**config.mk**
```make
export PLATFORM = sky130hd
export DESIGN_NAME = sorted_array_priority_queue
export DESIGN_NICKNAME = d
export VERILOG_FILES = /design/src/rtl/core/spq_pkg.sv /design/src/rtl/core/spq_store.sv /design/src/rtl/core/sorted_array_priority_queue.sv
export SDC_FILE = /design/constraint.sdc
export NUM_CORES = 1
export LEC_CHECK = 0
export ABC_AREA = 0
export ABC_CLOCK_PERIOD_IN_PS = 5350
export BUFFER_PORTS_ARGS = -buffer_cell sky130_fd_sc_hd__buf_2
export CAP_MARGIN = 40
export CORE_ASPECT_RATIO = 1.75
export CORE_MARGIN = 2
export CORE_UTILIZATION = 50
export CTS_CLUSTER_DIAMETER = 150
export DETAILED_ROUTE_END_ITERATION = 10
export PLACE_DENSITY = 0.66
export SYNTH_ARGS = -nofsm -noshare
export SYNTH_HDL_FRONTEND = slang
export SYNTH_HIERARCHICAL = 1
export SYNTH_SLANG_ARGS = --single-unit
```
**constraint.sdc**
```tcl
create_clock -name clk -period 5.35 [get_ports clk]
set_clock_uncertainty 0.2 [all_clocks]
set_input_delay 1.3375 -clock clk [delete_from_list [all_inputs] [get_ports clk]]
set_output_delay 1.3375 -clock clk [all_outputs]
set_load 0.02 [all_outputs]
```
**src/rtl/core/spq_pkg.sv**
```systemverilog
package spq_pkg;

  // Default sizing
  localparam int SPQ_DEPTH         = 16;
  localparam int SPQ_PAYLOAD_BITS  = 16;
  localparam int SPQ_PRIORITY_BITS = 8;

  // Capacity limit register
  localparam int          LIMIT_W     = 5;
  localparam logic [4:0]  LIMIT_RESET = 5'd16;

  // Result status codes
  localparam int          STATUS_W     = 2;
  localparam logic [1:0]  STATUS_OK    = 2'd0;
  localparam logic [1:0]  STATUS_FULL  = 2'd1;
  localparam logic [1:0]  STATUS_EMPTY = 2'd2;

  // Operation codes
  localparam logic MODE_ENQ = 1'b0;
  localparam logic MODE_DEQ = 1'b1;

endpackage

```
**src/rtl/core/spq_store.sv**
```systemverilog
// Entry memory addressed by logical slot: slot 0 is the entry at the head
// pointer, slots wrap around the end of the array.
module spq_store #(
  parameter int  DEPTH = 16,
  parameter int  WIDTH = 24,
  localparam int IDX_W = $clog2(DEPTH)
) (
  input  logic             clk,
  input  logic [IDX_W-1:0] head,
  input  logic [IDX_W-1:0] rd_idx,
  input  logic             wr_en,
  input  logic [IDX_W-1:0] wr_idx,
  input  logic [WIDTH-1:0] wr_data,
  output logic [WIDTH-1:0] rd_data
);

  logic [WIDTH-1:0] mem [DEPTH];
  logic [IDX_W-1:0] rd_addr;
  logic [IDX_W-1:0] wr_addr;

  // Logical to physical slot: one add, one compare and subtract
  function automatic logic [IDX_W-1:0] phys(input logic [IDX_W-1:0] base,
                                            input logic [IDX_W-1:0] idx);
    logic [IDX_W:0] sum;
    sum = {1'b0, base} + {1'b0, idx};
    if (sum >= (IDX_W+1)'(DEPTH)) begin
      sum = sum - (IDX_W+1)'(DEPTH);
    end
    return sum[IDX_W-1:0];
  endfunction

  assign rd_addr = phys(head, rd_idx);
  assign wr_addr = phys(head, wr_idx);

  // Write port
  always_ff @(posedge clk) begin
    if (wr_en) begin
      mem[wr_addr] <= wr_data;
    end
  end

  // Registered read port
  always_ff @(posedge clk) begin
    rd_data <= mem[rd_addr];
  end

endmodule

```
**src/rtl/core/sorted_array_priority_queue.sv**
```systemverilog
// Channel  Direction  Handshake              Payload
// in       input      in_valid / in_ready    in_mode, in_payload, in_priority_req
// out      output     out_valid / out_ready  out_status, out_payload, out_priority
// cfg      input      cfg_valid / cfg_ready  cfg_data (capacity limit)
//
// Full and empty items need no memory access. A dequeue reads the front entry
// from the entry memory and registers it. An enqueue moves entries back one
// slot per cycle through the single read and write port until the insert
// point is found. Reset (synchronous, rst_n low) empties the queue and sets
// the limit to 16; no memory clearing pass. A new item is taken only in idle
// with the output register free or being drained; cfg is always ready.
module sorted_array_priority_queue #(
  parameter int DEPTH         = spq_pkg::SPQ_DEPTH,
  parameter int PAYLOAD_BITS  = spq_pkg::SPQ_PAYLOAD_BITS,
  parameter int PRIORITY_BITS = spq_pkg::SPQ_PRIORITY_BITS
) (
  input  logic                        clk,
  input  logic                        rst_n,
  input  logic                        in_valid,
  output logic                        in_ready,
  input  logic                        in_mode,
  input  logic [PAYLOAD_BITS-1:0]     in_payload,
  input  logic [PRIORITY_BITS-1:0]    in_priority_req,
  output logic                        out_valid,
  input  logic                        out_ready,
  output logic [spq_pkg::STATUS_W-1:0] out_status,
  output logic [PAYLOAD_BITS-1:0]     out_payload,
  output logic [PRIORITY_BITS-1:0]    out_priority,
  input  logic                        cfg_valid,
  output logic                        cfg_ready,
  input  logic [spq_pkg::LIMIT_W-1:0] cfg_data
);
  import spq_pkg::*;

  localparam int IDX_W = $clog2(DEPTH);
  localparam int CNT_W = $clog2(DEPTH + 1);
  localparam int CMP_W = (CNT_W > LIMIT_W) ? CNT_W : LIMIT_W;
  localparam int ENT_W = PRIORITY_BITS + PAYLOAD_BITS;

  localparam logic [1:0] ST_IDLE = 2'd0;
  localparam logic [1:0] ST_INS  = 2'd1;
  localparam logic [1:0] ST_DEQ  = 2'd2;

  // Control state
  logic [1:0]          state_r, state_nxt;
  logic [CNT_W-1:0]    count_r, count_nxt;
  logic [IDX_W-1:0]    head_r, head_nxt;
  logic [LIMIT_W-1:0]  limit_r, limit_nxt;
  logic                out_valid_r, out_valid_nxt;

  // Payload registers
  logic [IDX_W-1:0]          ins_idx_r, ins_idx_nxt;
  logic [PAYLOAD_BITS-1:0]   pay_r, pay_nxt;
  logic [PRIORITY_BITS-1:0]  pri_r, pri_nxt;
  logic [STATUS_W-1:0]       status_r, status_nxt;
  logic [PAYLOAD_BITS-1:0]   opay_r, opay_nxt;
  logic [PRIORITY_BITS-1:0]  opri_r, opri_nxt;

  logic                in_fire;
  logic                out_fire;
  logic                full;
  logic [IDX_W-1:0]    rd_idx;
  logic                wr_en;
  logic [IDX_W-1:0]    wr_idx;
  logic [ENT_W-1:0]    wr_data;
  logic [ENT_W-1:0]    rd_data;
  logic [PRIORITY_BITS-1:0] rd_pri;
  logic [PAYLOAD_BITS-1:0]  rd_pay;

  assign in_ready  = (state_r == ST_IDLE) && (!out_valid_r || out_ready);
  assign in_fire   = in_valid && in_ready;
  assign out_fire  = out_valid_r && out_ready;
  assign cfg_ready = 1'b1;

  assign out_valid    = out_valid_r;
  assign out_status   = status_r;
  assign out_payload  = opay_r;
  assign out_priority = opri_r;

  assign rd_pri = rd_data[ENT_W-1:PAYLOAD_BITS];
  assign rd_pay = rd_data[PAYLOAD_BITS-1:0];

  // Full when count reaches the limit, the limit saturating at DEPTH
  assign full = (CMP_W'(count_r) >= CMP_W'(limit_r)) || (count_r >= CNT_W'(DEPTH));

  // Read address: back entry on enqueue accept, front on dequeue accept,
  // two slots ahead of the insert point while shifting
  always_comb begin
    if (state_r == ST_INS) begin
      rd_idx = ins_idx_r - IDX_W'(2);
    end else if (in_mode == MODE_DEQ) begin
      rd_idx = '0;
    end else begin
      rd_idx = IDX_W'(count_r - CNT_W'(1));
    end
  end

  // Next-state logic
  always_comb begin
    state_nxt     = state_r;
    count_nxt     = count_r;
    head_nxt      = head_r;
    limit_nxt     = limit_r;
    out_valid_nxt = out_valid_r && !out_ready;
    ins_idx_nxt   = ins_idx_r;
    pay_nxt       = pay_r;
    pri_nxt       = pri_r;
    status_nxt    = status_r;
    opay_nxt      = opay_r;
    opri_nxt      = opri_r;
    wr_en         = 1'b0;
    wr_idx        = ins_idx_r;
    wr_data       = {pri_r, pay_r};

    if (cfg_valid && cfg_ready) begin
      limit_nxt = cfg_data;
    end

    case (state_r)
      ST_IDLE: begin
        if (in_fire) begin
          opay_nxt = '0;
          opri_nxt = '0;
          if (in_mode == MODE_ENQ) begin
            out_valid_nxt = 1'b1;
            if (full) begin
              status_nxt = STATUS_FULL;
            end else begin
              status_nxt  = STATUS_OK;
              pay_nxt     = in_payload;
              pri_nxt     = in_priority_req;
              ins_idx_nxt = IDX_W'(count_r);
              count_nxt   = count_r + CNT_W'(1);
              state_nxt   = ST_INS;
            end
          end else begin
            if (count_r == '0) begin
              out_valid_nxt = 1'b1;
              status_nxt    = STATUS_EMPTY;
            end else begin
              count_nxt = count_r - CNT_W'(1);
              head_nxt  = (head_r == IDX_W'(DEPTH - 1)) ? '0 : head_r + IDX_W'(1);
              state_nxt = ST_DEQ;
            end
          end
        end
      end

      // One slot per cycle: move the entry ahead back, or drop the new one in
      ST_INS: begin
        wr_en = 1'b1;
        if (ins_idx_r == '0 || rd_pri >= pri_r) begin
          state_nxt = ST_IDLE;
        end else begin
          wr_data     = rd_data;
          ins_idx_nxt = ins_idx_r - IDX_W'(1);
        end
      end

      // Front entry arrives from memory
      ST_DEQ: begin
        out_valid_nxt = 1'b1;
        status_nxt    = STATUS_OK;
        opay_nxt      = rd_pay;
        opri_nxt      = rd_pri;
        state_nxt     = ST_IDLE;
      end

      default: begin
        state_nxt = ST_IDLE;
      end
    endcase
  end

  // Control registers
  always_ff @(posedge clk) begin
    if (!rst_n) begin
      state_r     <= ST_IDLE;
      count_r     <= '0;
      head_r      <= '0;
      limit_r     <= LIMIT_RESET;
      out_valid_r <= 1'b0;
    end else begin
      state_r     <= state_nxt;
      count_r     <= count_nxt;
      head_r      <= head_nxt;
      limit_r     <= limit_nxt;
      out_valid_r <= out_valid_nxt;
    end
  end

  // Payload registers
  always_ff @(posedge clk) begin
    ins_idx_r <= ins_idx_nxt;
    pay_r     <= pay_nxt;
    pri_r     <= pri_nxt;
    status_r  <= status_nxt;
    opay_r    <= opay_nxt;
    opri_r    <= opri_nxt;
  end

  spq_store #(
    .DEPTH (DEPTH),
    .WIDTH (ENT_W)
  ) u_store (
    .clk     (clk),
    .head    (head_r),
    .rd_idx  (rd_idx),
    .wr_en   (wr_en),
    .wr_idx  (wr_idx),
    .wr_data (wr_data),
    .rd_data (rd_data)
  );

  // Count never exceeds the array
  a_count_bound: assert property (@(posedge clk) disable iff (!rst_n)
    count_r <= CNT_W'(DEPTH))
    else $error("entry count above depth");

  // Insert point stays inside the stored entries
  a_ins_range: assert property (@(posedge clk) disable iff (!rst_n)
    (state_r == ST_INS) |-> (CNT_W'(ins_idx_r) < count_r))
    else $error("insert index out of range");

  // Successful dequeue transfer reads memory, then presents the entry
  a_deq_seq: assert property (@(posedge clk) disable iff (!rst_n)
    (in_fire && in_mode == MODE_DEQ && count_r != '0)
      |=> (state_r == ST_DEQ) ##1 (out_valid_r && status_r == STATUS_OK))
    else $error("dequeue did not deliver front entry");

  // Enqueue result is posted right after the transfer
  a_enq_result: assert property (@(posedge clk) disable iff (!rst_n)
    (in_fire && in_mode == MODE_ENQ)
      |=> (out_valid_r && opay_r == '0 && opri_r == '0
           && (status_r == STATUS_OK || status_r == STATUS_FULL)))
    else $error("enqueue result missing");

endmodule
```
Word level (Yosys, flattened, before mapping):

Memory sizes are Yosys's and may differ from the RTL's. A register that Yosys moved wholly into a read port is not among the register bits.
Cells that the tools add are included.

* memories kept: 1
* register bits after elaboration: 71
* bits in writable memories: 384
* output and inout bits: 29

* eq/ne operators: 13
* add/sub/neg operators: 9
* bitwise logic cells: 3
* mux-type cells: 37
* $lt $le $gt $ge: 5
* reduce and logical (&&, ||, !) cells: 20

Memory list
* u_store.mem: depth 16, bits a word 24, read ports 1, clocked after memory_dff 1, wr ports 1, line spq_store.sv:17 `logic [WIDTH-1:0] mem [DEPTH];`

Operators by type and width (count)
* 24-bit two-way mux: 2
* 4-bit two-way mux: 9
* 16-bit one-hot mux with 2 select lines: 1
* 16-bit two-way mux: 1
* 2-bit two-way mux: 8
* 8-bit one-hot mux with 2 select lines: 1
* 4-bit AND reduction: 4
* 5-bit greater-or-equal comparator (second input constant): 3
* 5-bit two-way mux: 3
* 2-bit inequality test (second input constant): 6
* 4-bit by 1-bit subtractor with 4-bit output (second input constant): 3
* 4-bit by 4-bit adder with 5-bit output: 2
* 8-bit greater-or-equal comparator: 1
* 8-bit two-way mux: 1
* 2-bit one-hot mux with 2 select lines: 2
* 4-bit one-hot mux with 2 select lines: 1
* 1-bit two-way mux: 7
* 3-bit inequality test (second input constant): 2
* 5-bit by 1-bit adder with 5-bit output (second input constant): 1
* 5-bit greater-or-equal comparator: 1
* 5-bit zero test: 1
* 5-bit AND reduction: 1
* 5-bit by 1-bit subtractor with 5-bit output (second input constant): 1
* 4-bit by 1-bit adder with 4-bit output (second input constant): 1
* other kinds (16): 24

Longest topological paths before layout:

* word-level depth: 6
* mapped depth: 11

Modules after synthesis:

Netlist, hierarchy kept.

By module, submodules not included
* spq_store: instances 1, cells each 737, area an instance 15836.4 sq um
* sorted_array_priority_queue: instances 1, cells each 298, area an instance 3614.7 sq um

Worst setup path after synthesis:

OpenSTA, ideal clock, no wires.

* path type: reg2reg
* start point: reg ins_idx_r[0]
* end point: mem u_store.mem[0][0], enable pin
* library setup time: 0.435 ns
* stages on the path, launching flop included: 5
* setup slack: 1.428 ns
* required time: 4.715 ns
* data arrival time: 3.287 ns
* path buffers: 0
* cell sequence: edfxtp_1 -> ha_1 -> fa_1 -> or3b_2 -> nor3_1

* cells in the longest elaborated chain, start to end: 3
* elaborated cells between the ends (all ways): 4

Ends and longest elaborated chain
* start, declared: line sorted_array_priority_queue.sv:52 `logic [IDX_W-1:0] ins_idx_r, ins_idx_nxt;`
* start signal, assigned: line sorted_array_priority_queue.sv:194 `ins_idx_r <= ins_idx_nxt;`
* 4-bit by 4-bit adder with 5-bit output *: line spq_store.sv:25 `sum = {1'b0, base} + {1'b0, idx};`
* 4-bit by 1-bit subtractor with 4-bit output / 5-bit greater-or-equal comparator (equally long branches): line spq_store.sv:27, spq_store.sv:26
* 4-bit two-way mux *: line spq_store.sv:26 `if (sum >= (IDX_W+1)'(DEPTH)) begin`
* end, declared: line spq_store.sv:17

Mark *: on every way between the ends. The rest lies on a longest branch, timed or not.

Final worst setup path:

* start point: in in_mode
* end point: reg u_store.rd_data[23] (read register of u_store.mem)

* cells in the longest elaborated chain, start to end: 5
* elaborated cells between the ends (all ways): 6

Ends and longest elaborated chain
* start, declared: line sorted_array_priority_queue.sv:21 `input logic in_mode,`
* 4-bit two-way mux *: line sorted_array_priority_queue.sv:91 `end else if (in_mode == MODE_DEQ) begin`
* 4-bit two-way mux *: line sorted_array_priority_queue.sv:89 `if (state_r == ST_INS) begin`
* named net rd_idx[1]: line sorted_array_priority_queue.sv:62 `logic [IDX_W-1:0] rd_idx;`
* 4-bit by 4-bit adder with 5-bit output *: line spq_store.sv:25
* 4-bit by 1-bit subtractor with 4-bit output / 5-bit greater-or-equal comparator (equally long branches): line spq_store.sv:27, spq_store.sv:26
* 4-bit two-way mux *: line spq_store.sv:26
* end, declared: line spq_store.sv:14 `output logic [WIDTH-1:0] rd_data`

Mark *: on every way through the listed nets, which the timed path passes. The rest lies on a longest branch.
A chain may end at the register's enable or synchronous reset.

==> results.md <==
Run status:
- The flow ran to the end, and the final reports show no timing, DRC or antenna violations.

STA:
- Setup repair after global routing left no endpoint under its margin.
- The post-route clock period utilization is 71.3%.
- Static timing analysis puts the maximum clock frequency at 262 MHz.
- The final number of hold-violating endpoints is 0.
- Subtracting the final worst setup slack from the clock period gives 3.81 ns.
- The transition at the pin with the smallest max-transition slack is approximately 0.95 ns.
- Setup violations remaining at the end of the flow were counted as 0.
- The worst pin sits at a relative slew slack of 36.1%.
- Final hold analysis gives a worst-case slack of 0.300 ns.
- Adding up every negative setup slack in the final design gives 0 ns.
- The number of slew-limit violations in the final report is 0.

Synth:
- The portion of synthesized area spent on multiplexers is 13.6%.
- Summing every instance area after synthesis gives 19500 um2.
- Yosys instantiated no cell more often than sky130_fd_sc_hd__edfxtp_1.
- Sequential elements use 71.8% of the synthesized area.
- The commonest cells after synthesis are sky130_fd_sc_hd__edfxtp_1 (438), sky130_fd_sc_hd__mux4_2 (64), sky130_fd_sc_hd__nand2_1 (64), sky130_fd_sc_hd__o211ai_1 (51), sky130_fd_sc_hd__dfxtp_1 (41).
- The count of cell types in the netlist is 60.
- The post-synth net total is 1098.
- The cell count after synthesis came out at 1035.
- In the post-synthesis netlist, the biggest area contributors are sky130_fd_sc_hd__edfxtp_1 (68%), sky130_fd_sc_hd__mux4_2 (7.4%), sky130_fd_sc_hd__mux4_1 (4.3%).
- Summing the areas of all xor and xnor instances in the mapped netlist gives 0.630% of the synthesized area.
- The Yosys step of the flow raised 6 warnings.
- The number of synthesized flops with an enable pin is 438.
- Among all flip-flop cells after synthesis, the most frequent one is sky130_fd_sc_hd__edfxtp_1.
- The average instance in the mapped netlist occupies 18.8 um2.
- The biggest area contributor in the post-synthesis netlist is sky130_fd_sc_hd__edfxtp_1.
- The area share of the largest cell type after synthesis is about 68%.
- Summing the areas of all and, or, nand and nor instances in the mapped netlist gives 4.56% of the synthesized area.
- The async set-reset flop share out of synthesis is 0%.
- After synthesis, the largest family of logic cells by area is multiplexers.
- The adder and majority gate portion of the synthesized area is 1.88%.
- The synthesized netlist devotes between 4 and 5% of its cell area to compound gates.
- The synthesized design contains approximately 480 register bits.

Setup path:
- In this design, the stage delay of the slowest critical-path cell is 1.04 ns.
- The worst reg2reg path startpoint is state_r[0].
- The critical path goes through buf_2, or3_1, o21ai_0, fa_4, buf_12, mux4_2, nand2_1, a211o_1, nand3_1.
- STA puts the critical path data arrival time at 4.09 ns.
- The family of cells with the greatest summed delay on the critical path is adder cells.
- The kind of start point of the critical path is an input pin.
- The worst register-to-register path has a depth of 10.
- At the worst endpoint, the required time is 5.62 ns.
- The endpoint of the most critical register-to-register path is u_store/rd_data[23].
- STA classifies the critical path endpoint as a flip-flop.
- The reg-to-reg setup timing slack is 1.58 ns.
- Among all stages on the critical path, the largest delay is contributed by sky130_fd_sc_hd__fa_4.
- The kind of critical path is in2reg.
- The maximum fanout encountered on the critical timing path is 48.
- Together, buffers and inverters on the worst path number 2.

Layout:
- The area overhead of the layout relative to synthesis is 13.2%.
- The final design utilization is 57.4%.
- The number of diodes added for antenna fixing is 0.
- The number of nets in the layout is 1187.
- After filler insertion, the fill cell instance count of the layout stands at 2873.
- The number of standard cells in the final layout excluding fillers is between 1500 and 2000.
- In the final layout, the share of cells above drive strength 1 is between 20 and 25%.

Floorplanning:
- During I/O placement, the number of pins put on the boundary was 64.
- The effective utilization at floorplan is 50.7%.
- Row generation in the floorplan step produced 95 rows.
- The floorplan step defined a die boundary enclosing 40600 um2.
- The total area inside the core boundary comes to between 30000 and 40000 um2.
- In this run the vertical extent of the chip is ~260 um.
- The die extent in x is roughly 150 um.

Detailed routing:
- The detail-routed via count per cell is 6.02.
- The average wire per standard cell is 25.8 um.
- Summing over every cut layer, the via total after detailed routing is 9900.
- Summed over all layers, the routed wires come to 42.3 mm.
- The first-iteration detailed-routing DRC count is 735.
- The post-detailed-route DRC marker count is 0.
- The pre-antenna-repair detailed-routing pass consisted of 5 iterations.
- The detail route stage leaves a number of antenna-violating nets equal to 0.

Pwr:
- The peak supply drop is 0.000353 V.
- The register share of total power is 44.1%.
- The switching power is 2.95 mW.
- In this run the static leakage power is 7.44 nW.
- Combinational logic is responsible for between 20% and 30% of the overall power.
- The fraction of power spent switching nets is 28.3%.
- The power density relative to cell area is 474 nW/um2.
- The internal portion of the total power is 7.49 mW.
- The share of total power dissipated in the clock network is between 30% and 40%.

Clock tree:
- The number of buffers added for setup after CTS is 0.
- TritonCTS built the clock tree.
- For the worst-skew pair, the clock arrives at the later sink with an insertion delay of 0.55 ns.
- The number of hold buffers added after CTS is 0.
- CTS saw 479 sinks.
- In this run, post-CTS repair resized a total of 0 instances.
- The longest clock path from root to sink contains 3 buffers.
- The cell sitting at the root of the clock tree is a sky130_fd_sc_hd__clkbuf_16.
- The number of buffers created by CTS is 45.
- The clock tree synthesis step divided the H-tree into 2 levels.
- The post-CTS clock slew at the launch and capture registers of the worst setup and hold paths is approximately 0.060 ns.

Hold path:
- The worst hold path was traced through 2 stages.
- The start point of the worst hold path is limit_r[3].
- The path category of the worst min-delay check is reg2reg.
- For hold timing, the worst endpoint is limit_r[3].

Place:
- The number of placed instances, taps included, is 1562.
- The number of port buffers is 62.
- Routability-driven placement finished with a final weighted congestion of 0.759.
- Summed over all nets, the half-perimeter wirelength after detailed placement is 24.0 mm.

GRT:
- The initial antenna violation count came to 0.
- The maximum number of pins on one net before global-route repair is 73.
- The number of global-route vias before repair came to 10300.
- Global routing finished with a remaining overflow of 0.
- The first global-routing pass estimated 63.6 mm of wire.
- The total routing resource utilization after global routing is 21.1%.

Run:
- Max-cap violations in this run came to 0.
## cell usage in the layout (no fill, tap or decap), types with 22 or more instances in the layout
master	n
sky130_fd_sc_hd__mux4_1	32
sky130_fd_sc_hd__inv_1	22
sky130_fd_sc_hd__clkbuf_16	46
sky130_fd_sc_hd__buf_2	62
sky130_fd_sc_hd__nand3_1	31
sky130_fd_sc_hd__mux2_2	24
sky130_fd_sc_hd__a211o_1	24
sky130_fd_sc_hd__o211ai_1	51
sky130_fd_sc_hd__mux4_2	64
sky130_fd_sc_hd__ha_1	25
sky130_fd_sc_hd__nand2_1	64
sky130_fd_sc_hd__edfxtp_1	438
sky130_fd_sc_hd__buf_4	31
sky130_fd_sc_hd__and2_1	27
sky130_fd_sc_hd__dfxtp_1	41
## logic make-up after synthesis
kind of cell / Yosys count
flops: 479
fa+ha+maj: 28
buf+inv: 83
mux: 129
compound gates: 123
simple gates: 178
other cells: 1
xor+xnor: 14
## layout make-up
type / count / area (um2) / area share [%]
well taps: 485 / 607 / 2.75
clock buffers: 66 / 1290 / 5.84
multi-input cells: 473 / 5130 / 23.3
repair buffers: 103 / 749 / 3.40
clock inverters: 16 / 195 / 0.886
flip-flops and latches: 479 / 14000 / 63.4
inverters: 22 / 82.6 / 0.375
## how the worst max path moves through the flow
stage / from / endpoint / cells past startpoint
after floorplan: ins_idx_r[0] / u_store/mem[0][0] / 4
after global placement: in_mode / u_store/rd_data[0] / 9
after detailed placement: in_mode / u_store/rd_data[16] / 9
after CTS: in_mode / u_store/rd_data[23] / 9
after global routing: state_r[0] / u_store/rd_data[23] / 10
final: in_mode / u_store/rd_data[23] / 9
## per-stage QoR
stage / instance area (um2) / worst slack (ns) / power (mW)
after floorplan: 19500 / 1.43 / 6.66
after global placement: 20500 / 1.04 / 7.28
after detailed placement: 20500 / 1.01 / 7.34
after CTS: 22000 / 1.54 / 10.6
after global routing: 22000 / 1.40 / 10.9
final: 22000 / 1.54 / 10.4
## registers in the layout, summed over array words and instances, names as in the netlist, 2 cells and up
signal           flops
pay_r               16
count_r              5
out_payload         16
state_r              2
limit_r              5
out_priority         8
pri_r                8
u_store/mem        384
ins_idx_r            4
head_r               4
out_status           2
u_store/rd_data     24
## worst reg2reg max path, delay by kind of cell, from the launching register on
kind / cells / cell delay [ns]
flops: 1 / 0.46
mux: 1 / 0.29
simple gates: 4 / 0.59
buf+inv: 2 / 0.62
compound gates: 2 / 0.50
fa+ha+maj: 1 / 1.04
## per-layer routing
layer  vias up  wire [um]  GRT usage (%)
met5         -          0              0
met4         0       1400           7.33
li1       4376          -              -
met3        83       2070           2.91
met1      5130      16200           26.4
met2       311      22600           37.6
## power by group through the flow
| stage | sequential, mW | clock [mW] | combinational [mW] |
|---|---|---|---|
| after floorplan | 4.66 | 0 | 2.00 |
| after global placement | 4.68 | 0 | 2.59 |
| after detailed placement | 4.68 | 0 | 2.66 |
| after CTS | 4.61 | 3.27 | 2.67 |
| after global routing | 4.63 | 3.41 | 2.86 |
| final | 4.61 | 3.21 | 2.63 |
(Power assumes the default switching activity.)
